File: config.mk
export PLATFORM = sky130hd
export DESIGN_NAME = rmq_div
export DESIGN_NICKNAME = d
export VERILOG_FILES = /design/src/rtl/rmq_div.sv
export SDC_FILE = /design/constraint.sdc
export NUM_CORES = 1
export LEC_CHECK = 0
export BUFFER_PORTS_ARGS = -buffer_cell sky130_fd_sc_hd__buf_2
export CAP_MARGIN = 20
export CORE_MARGIN = 2
export CORE_UTILIZATION = 35
export CTS_CLUSTER_DIAMETER = 150
export DETAILED_ROUTE_END_ITERATION = 10
export SYNTH_ARGS = -nofsm -noshare
export SYNTH_HDL_FRONTEND = slang
export SYNTH_SLANG_ARGS = --single-unit
File: constraint.sdc
create_clock -name clk -period 5.14 [get_ports clk]
set_clock_uncertainty 0.2 [all_clocks]
set_input_delay 0.771 -clock clk [delete_from_list [all_inputs] [get_ports clk]]
set_output_delay 0.771 -clock clk [all_outputs]
set_load 0.05 [all_outputs]
File: src/rtl/rmq_div.sv
// Pipelined restoring divider, one quotient bit per stage, for the quaternion converter.
// Depends on nothing but its parameter.
`timescale 1ns / 1ps
`default_nettype none

module rmq_div #(
  parameter int SAMPLE_WIDTH = 16
) (
  input  wire logic                          clk,
  input  wire logic [2*SAMPLE_WIDTH-1:0]     num,
  input  wire logic [SAMPLE_WIDTH:0]         den,
  output logic      [SAMPLE_WIDTH-1:0]       quo,
  output logic                               ovf
);

  localparam int F  = SAMPLE_WIDTH - 1;
  localparam int NW = 2 * F + 2;

  logic [F+1:0] rem  [F+1];
  logic [F:0]   lo   [F+1];
  logic [F+1:0] dv   [F+1];
  logic [F:0]   q    [F+2];
  logic         of   [F+2];

  // The high part of the dividend seeds the remainder; if it already reaches the
  // divisor, the quotient needs more bits than kept and the result saturates.
  assign rem[0] = {1'b0, num[NW-1:F+1]};
  assign lo[0]  = num[F:0];
  assign dv[0]  = den;
  assign q[0]   = '0;
  assign of[0]  = ({1'b0, num[NW-1:F+1]} >= den);

  for (genvar k = 0; k <= F; k++) begin : g_step
    logic [F+2:0] cur;
    logic         ge;
    assign cur = {rem[k], lo[k][F]};
    assign ge  = (cur >= {1'b0, dv[k]});
    always_ff @(posedge clk) begin
      q[k+1]  <= {q[k][F-1:0], ge};
      of[k+1] <= of[k];
    end
    if (k < F) begin : g_carry
      always_ff @(posedge clk) begin
        rem[k+1] <= ge ? (F+2)'(cur - {1'b0, dv[k]}) : cur[F+1:0];
        lo[k+1]  <= {lo[k][F-1:0], 1'b0};
        dv[k+1]  <= dv[k];
      end
    end
  end

  assign quo = q[F+1];
  assign ovf = of[F+1];

endmodule

`default_nettype wire

==> results of run 1 <==
cells in the final DEF, fill, tap and decap left out, types with 25 or more instances in the layout:
master and n:
a21o_1 94, a21oi_1 202, a31oi_1 32, buf_2 66
clkbuf_16 89, dfxtp_1 782, ha_1 288, inv_1 339
mux2_2 128, nand2_1 170, nand3_1 42, nand4_1 40
nor2_1 168, nor3_1 34, o211ai_1 25, o21a_1 29
o21ai_0 171, xnor2_1 127, xor2_1 70
kinds of logic after synthesis:
group,after synthesis
compound gates,693
xor+xnor,197
fa+ha+maj,303
buf+inv,396
flops,782
mux,145
simple gates,580
registers in the layout, summed over array words and instances (netlist names):
name / cells
q: 120
of: 15
g_step.cur: 270
ovf: 1
dv: 255
quo: 16
lo: 105
metrics by stage:
step,instances,util [%],instance area [um2]
2_1_floorplan,3096,-,31700
3_3_place_gp,4295,37.0,33300
3_5_place_dp,4295,37.0,33300
4_1_cts,4465,40.5,36400
5_1_grt,4465,40.5,36400
6_report,4465,40.5,36400
final cells by class:
class / instances / area (um2)
flip-flops and latches: 782 / 15700
inverters: 339 / 1270
fillers: 8704 / 53400
multi-input cells: 1918 / 14500
repair buffers: 94 / 576
clock buffers: 123 / 2500
well taps: 1176 / 1470
clock inverters: 33 / 510
metal layers:
metal	routed length [um]	GRT usage, %	part of all wire (%)	vias up
met5	0	0	0	-
met4	2400	5.88	4.1	0
met3	2350	2.56	4.0	134
met2	28100	22.4	48	308
met1	26200	15.1	44	9525
li1	-	-	-	10892
worst reg2reg max path: cells and delay by family, from the launching register on:
family	cells	cell delay [ns]
AOI/OAI and AO/OA	7	1.97
adders and majority gates	2	0.61
muxes	1	0.40
DFF	1	0.39
buffers and inverters	2	0.34
timing repair:
| action | CTS | global route |
|---|---|---|
| endpoints found under the setup margin | 0 | 0 |
| hold buffers | 14 | 0 |
| endpoints found under the hold margin | 14 | 0 |
how the worst min path moves through the flow:
stage                          from                        end
global route                den[15]            dv[253]$_DFF_P_
global placement      of[3]$_DFF_P_              of[2]$_DFF_P_
finish                      num[11]            lo[236]$_DFF_P_
CTS                          den[8]            dv[246]$_DFF_P_
detailed placement  lo[110]$_DFF_P_  g_step[10].cur[0]$_DFF_P_
floorplan           lo[110]$_DFF_P_  g_step[10].cur[0]$_DFF_P_
power breakdown:
group | switching [mW] | internal (mW)
Sequential | 0.794 | 7.85
Combinational | 5.53 | 4.87
Clock | 2.39 | 3.99
==> impl.org, run 1 <==
** Final layout
- Relative to the synthesized area, the layout overhead comes to 15.1%.
- Number of nets in the finished design :: approximately 3.6k
- The post-route netlist has 11.5% of its cells at a drive strength greater than 1.
- Final antenna diode count :: 0

** Drt
- Drt wl/cell :: around 13 um
- Once detail routing completed, the nets flagged for antenna violations numbered 0.
- For this block, the initial DRC count from the detailed router was 992.
- Dividing the detail-routed via count by the number of cells gives 4.67.
- Total DRC errors in the routed layout :: 0
- Overall via count from detail_route :: 20.9k
- Pre-antenna DRT Iters :: 5
- After detailed routing, the total wire length is between 50 and 60 mm.

** Timing
- Across all hold checks on the routed design, the worst slack comes to about 0.055 ns.
- Final-report setup violation count :: 0
- Worst slew slack as a fraction of its limit :: between 30% and 40%
- Based on the critical path, the design can be clocked at up to ~250 MHz.
- Total count of max-transition violations in the final report :: 0
- Slew at the pin with the worst max-slew slack :: a little over 1 ns
- Setup repair after global routing left no endpoint under its margin.
- Setup total negative slack on the finished layout was measured at 0 ns.
- Final hold violations :: 0
- The clock period could shrink to roughly 4.0 ns.
- Share of the clock period used by the worst path :: about four fifths
- Once routing completed, OpenROAD measured the worst setup slack at about 1.1 ns.

** Yosys
- Area of the mapped netlist :: 31700 um2
- Cell count after synthesis :: around 3.1k
- Number of enable flip-flop cells after synthesis :: 0
- Synthesized-area fraction occupied by and/or/nand/nor cells :: ~8.7%
- Most used DFF post-synth :: dfxtp_1
- In the synthesized netlist the async set-or-reset flop fraction comes to 0%.
- Summing the areas of all fa, ha and maj instances in the mapped netlist gives around an eighth of the synthesized area.
- Dominant combinational cell family by area after synthesis :: compound AO/OA/AOI/OAI gates
- Synthesized net count :: 3449
- Counting flops and latches in the post-synthesis netlist gives 782.
- Count of unique library cells instantiated by Yosys :: 75
- Mean instance size in the synthesized netlist :: around 10 um2
- Yosys attributes the largest share of cell area to dfxtp_1, ha_1, mux2_2.
- Multiplexer cells account for under 10% of the synthesized area.
- By count the netlist is led by dfxtp_1, inv_1, ha_1.
- The synthesized netlist devotes about 14% of its cell area to compound gates.
- The synthesized design devotes to its leading area cell type ~49% of total area.
- Number of warnings reported in the yosys synthesis log :: 0
- Seq/Total Area, Yosys :: 49.4%
- Cell taking the most area after synthesis :: dfxtp_1
- Yosys instantiated no cell more often than dfxtp_1.
- Post-Synth XOR/XNOR Area :: 5.45%

** Worst setup path
- Most used cell, CP :: o21ai_0
- Capturing element type of the critical path :: flop
- Family of cells with the greatest summed delay on the critical path :: compound AO/OA/AOI/OAI gates
- Worst flop-to-flop path startpoint :: dv[204]$_DFF_P_
- In this run the register-to-register setup slack is 1.10 ns.
- By startpoint and endpoint, the worst setup path is classified as reg2reg.
- The critical path runs through a total of 12 cells.
- In this run the worst setup path terminates at g_step[4].cur[3]$_DFF_P_.
- The critical path starts at dv[204]$_DFF_P_.
- Along the worst path, the maximum fanout reaches 18.
- Worst r2r path cells :: 12
- For the worst setup path, the data required time is between 5 and 6 ns.
- STA classifies the critical path startpoint as a flop.
- Terminus of the critical flop-to-flop path :: g_step[4].cur[3]$_DFF_P_
- On the worst path, the slowest cell contributes a delay of 0.72 ns.
- Cell type of the slowest stage on the worst timing path :: a221oi_1
- Total buffers and inverters traversed by the critical path :: 2
- Data arrives at the worst endpoint at around 4.3 ns.
- Cell-by-cell listing of the critical path :: ha_1 > inv_1 > fa_1 > a21o_1 > a21oi_1 > o21ai_0 > a221oi_1 > o31a_1 > o21ai_0 > a21oi_2 > buf_4 > mux2_2

** Clock network
- Post-CTS repair changed the size of 0 cells.
- Post CTS Setup Buffer Count :: 0
- After clock tree synthesis, the clock-pin slew on the worst setup and hold paths is around 0.050 ns.
- The root buffer cell chosen for the clock tree is clkbuf_16.
- Deepest level of the CTS H-tree :: 3
- Buffer depth of the longest clock path :: 3
- CTS tree :: done
- At the later pin of the worst-skew pair, clock insertion delay measures 0.63 ns.
- Counting every sink on the clock net gives about 780.
- TritonCTS created just under 90 clock buffers.

** GRT
- Total routing usage reported by global routing :: 12.8%
- Pin count of the biggest net entering global routing :: 35
- The number of antenna violations at the first check in global routing was 0.
- The first global-routing pass estimated 99.2 mm of wire.
- Remaining global-route overflow :: 0
- The number of global-route vias before repair is 20.9k.

** Power
- The worst-case IR drop observed on VDD is between 0.2 and 0.3 mV.
- Post-layout total power :: approximately 25 mW
- Pwr per Cell Area :: 698 nW/um2
- Leakage power total :: roughly 17 nW

** Placement
- Post-placement setup slack :: 1.07 ns
- Routability-driven placement finished with a final weighted congestion of between 0.8 and 0.9.
- Number of buffers added on ports :: 66
- After legalization and detailed placement, the total HPWL measured about 45 mm.

** Floorplan
- Std cell rows :: 110
- Number of top-level pins :: 67
- The die is roughly 300 um tall.
- Die Wd :: slightly above 300 um
- The floorplan step defined a die boundary enclosing ~93000 um2.
- For this configuration, the core starts out at a cell density of 35.2%.
- The region available for standard cell placement spans 89900 um2.

** Worst hold path
- Number of instances on the worst hold path :: 1
- Tightest Hold Check Type :: in2reg

** Outcome
- The flow ran to the end, and the final reports show no timing, DRC or antenna violations.

** Flow run
- Max-cap violations in this run came to 0.
Power figures use the tool's default switching activity.
==> run 2: changes to the inputs <==
==> constraint.sdc (replaced) <==
create_clock -name clk -period 3.7 [get_ports clk]
set_clock_uncertainty 0.2 [all_clocks]
set_input_delay 0.555 -clock clk [delete_from_list [all_inputs] [get_ports clk]]
set_output_delay 0.555 -clock clk [all_outputs]
set_load 0.05 [all_outputs]
==> impl.org, run 2 (synthesized netlist as in run 1, its figures left out) <==
** Clock network
- Worst-skew pair later-pin latency :: about 0.64 ns
- The tree is rooted in a clkbuf_16.
- TritonCTS Buffers :: 88
- Clock tree synthesis found a total of between 700 and 800 sinks.
- TritonCTS built the clock tree.
- Buffer depth of the longest clock path :: 3
- Clock-pin slew of the registers on the worst-case setup and hold paths :: about 0.060 ns
- Deepest level of the CTS H-tree :: 3
- Post CTS Setup Buffer Count :: 0

** Floorplan
- Measured along the y axis, the die boundary spans 305 um.
- Floorplan die area :: 92900 um2
- Number of top-level pins :: between 60 and 70
- Die Wd :: 305 um
- Std cell rows :: 110
- The initial utilization of the core area, before any placement, comes to between 30% and 40%.
- The core region is around 90000 um2.

** Power
- IR analysis of the VDD net gives a maximum drop of 0.436 mV.
- Pwr per Cell Area :: about 960 nW/um2
- Leakage power total :: 16.9 nW

** Timing
- Total Negative Setup Slacks :: 0 ns
- Final hold violations :: 0
- Derived from the worst setup path, the maximum achievable clock frequency is between 200 and 300 MHz.
- The worst path needs 3.44 ns of the cycle, external delays included.
- Setup violations remaining at the end of the flow were counted as 0.
- Setup repair after global routing left no endpoint under its margin.
- The count of final max-slew check failures was 0.
- The worst path uses between 90 and 100% of the clock period.
- The worst pin sits at a relative slew slack of between 40% and 50%.
- Final hold analysis gives a worst-case slack of between 0.06 and 0.07 ns.
- Slew at the pin with the worst max-slew slack :: 0.740 ns

** Worst setup path
- The worst register-to-register path has a depth of 13.
- The endpoint identified for the worst register-to-register timing path is g_step[6].cur[3]$_DFF_P_.
- Endpoint arrival time on the critical path :: around 3.8 ns
- STA puts the critical path data required time at between 4 and 5 ns.
- Classification of the worst setup path :: reg2reg
- Capture point of the worst path :: g_step[6].cur[3]$_DFF_P_
- R2r setup slk :: ~0.26 ns
- Crit path launch type :: flop
- Setup crit start :: g_step[5].cur[0]$_DFF_P_
- The worst register-to-register path begins at g_step[5].cur[0]$_DFF_P_.
- Along the worst path, the maximum fanout reaches 10.
- Capturing element type of the critical path :: flop

** Final layout
- In the layout the commonest cells are dfxtp_1, inv_1, ha_1.
- Fin cells :: between 4k and 5k
- Most common library cell in the layout ignoring fill and taps :: dfxtp_1
- The register with the most flip-flops in the layout has 270 of them.
- The filler cells instantiated in the layout total approximately 8.6k.
- Number of nets in the finished design :: approximately 3.6k
- The area growth from synthesis to layout is 17.0%.
- 0 antenna diodes ended up in the layout.
- Share of post-route cells with drive strength above 1 :: between 10% and 20%

** Placement
- Once placement completed, the tool counted placed cells totaling between 4k and 5k.
- The congestion estimate from routability-driven global placement came to approximately 0.86.
- Input and output buffers added on the ports amount to 66.
- Post-detailed-placement half-perimeter wirelength :: approximately 46 mm

** Drt
- The final layout contains routed wiring with a total length of 60.4 mm.
- Summed over all nets, wire length on met2 after detailed routing comes to slightly below 30 mm.
- Drt wl/cell :: about 13 um
- Metal3 WL :: 2.07 mm
- Iteration-0 DRC count of the detailed router :: roughly 980
- The final route contains around 21k vias.
- Routed length on met1 :: between 20 and 30 mm
- Top layer in use :: met4
- Dividing the detail-routed via count by the number of cells gives roughly 4.7.
- In this run the remaining antenna-violating nets after routing total 0.
- Pre-antenna DRT Iters :: 5
- Total DRC errors in the routed layout :: 0

** Outcome
- The run finished with clean final reports.

** Worst hold path
- The worst hold path begins at num[16].
- Tightest Hold Check Type :: in2reg

** Flow run
- Max-cap violations in this run came to 0.

** GRT
- The number of antenna violations at the first check in global routing was 0.
- Global routing used between 10% and 20% of the available tracks.
- The number of global-route vias before repair came to between 20k and 25k.
- The first global-routing pass estimated about 100 mm of wire.
- Entering global routing, the biggest net connects 31 pins.
- Remaining global-route overflow :: 0
[run 2: cell types whose count changed in the layout (fill, tap and decap cells not counted)]
cell           previous run  this run
clkinv_2                 12        17
dlygate4sd3_1            14        48
clkbuf_8                 15        14
inv_16                    0         1
buf_12                    0         6
clkbuf_16                89        90
bufinv_16                12        10
inv_6                     3         1
clkinv_4                  1         3
clkinv_8                  2         3
buf_4                    14        32
[run 2: cell type report]
class,count,area (um2),share of cell area (%)
Sequential cell,782,15700,42.3
Multi-Input combinational cell,1918,14500,39.0
Clock buffer,123,2520,6.79
Tap cell,1176,1470,3.97
Inverter,339,1270,3.43
Timing Repair Buffer,152,1170,3.16
Clock inverter,38,512,1.38
[run 2: what timing repair did]
item	in CTS	in global routing
resized for setup	0	0
hold buffers	48	0
setup endpoints to repair	0	0
hold endpoints to repair	49	0
[run 2: worst min-delay path by stage]
stage                                end  slack (ns)  cells after the start
5_1_grt         g_step[1].cur[2]$_DFF_P_        0.07                      3
3_5_place_dp             lo[105]$_DFF_P_        0.11                      0
3_3_place_gp               of[3]$_DFF_P_        0.11                      0
4_1_cts         g_step[1].cur[2]$_DFF_P_        0.03                      3
6_report        g_step[1].cur[2]$_DFF_P_        0.06                      3
2_1_floorplan  g_step[10].cur[0]$_DFF_P_        0.11                      0
[run 2: critical path: stages (launching register included)]
cell	delay, ns
dfxtp_1	0.30
inv_1	0.06
ha_1	0.16
inv_1	0.06
fa_1	0.39
a21o_1	0.19
a22o_1	0.23
o41ai_2	0.27
o21ai_0	0.15
a2111o_1	0.41
a31oi_1	0.17
o21a_1	0.17
buf_4	0.20
mux2_2	0.36
[run 2: per-stage QoR]
step                utilization [%]  power [mW]  instance area, um2  setup WS [ns]
CTS                            41.2        36.2               37100          0.263
floorplan                         -        23.6               31700          0.285
global route                   41.2        38.5               37100         0.0129
global placement               37.3        26.8               33500          0.324
detailed placement             37.3        27.0               33500          0.253
finish                         41.2        35.7               37100          0.262
[run 2: where the power goes]
| group | total (mW) | switching [mW] | internal [mW] | leakage (nW) |
|---|---|---|---|---|
| logic | 14.8 | 7.73 | 7.10 | 8.82 |
| registers | 12.0 | 1.13 | 10.9 | 6.59 |
| clock network | 8.86 | 3.40 | 5.46 | 1.49 |
| total | 35.7 | 12.3 | 23.5 | 16.9 |
[run 2: per-layer routing]
layer / up-vias / track usage, %
met3: 117 / 2.20
met1: 9647 / 15.6
met5: - / 0
met2: 312 / 23.2
met4: 0 / 4.85
li1: 11026 / -
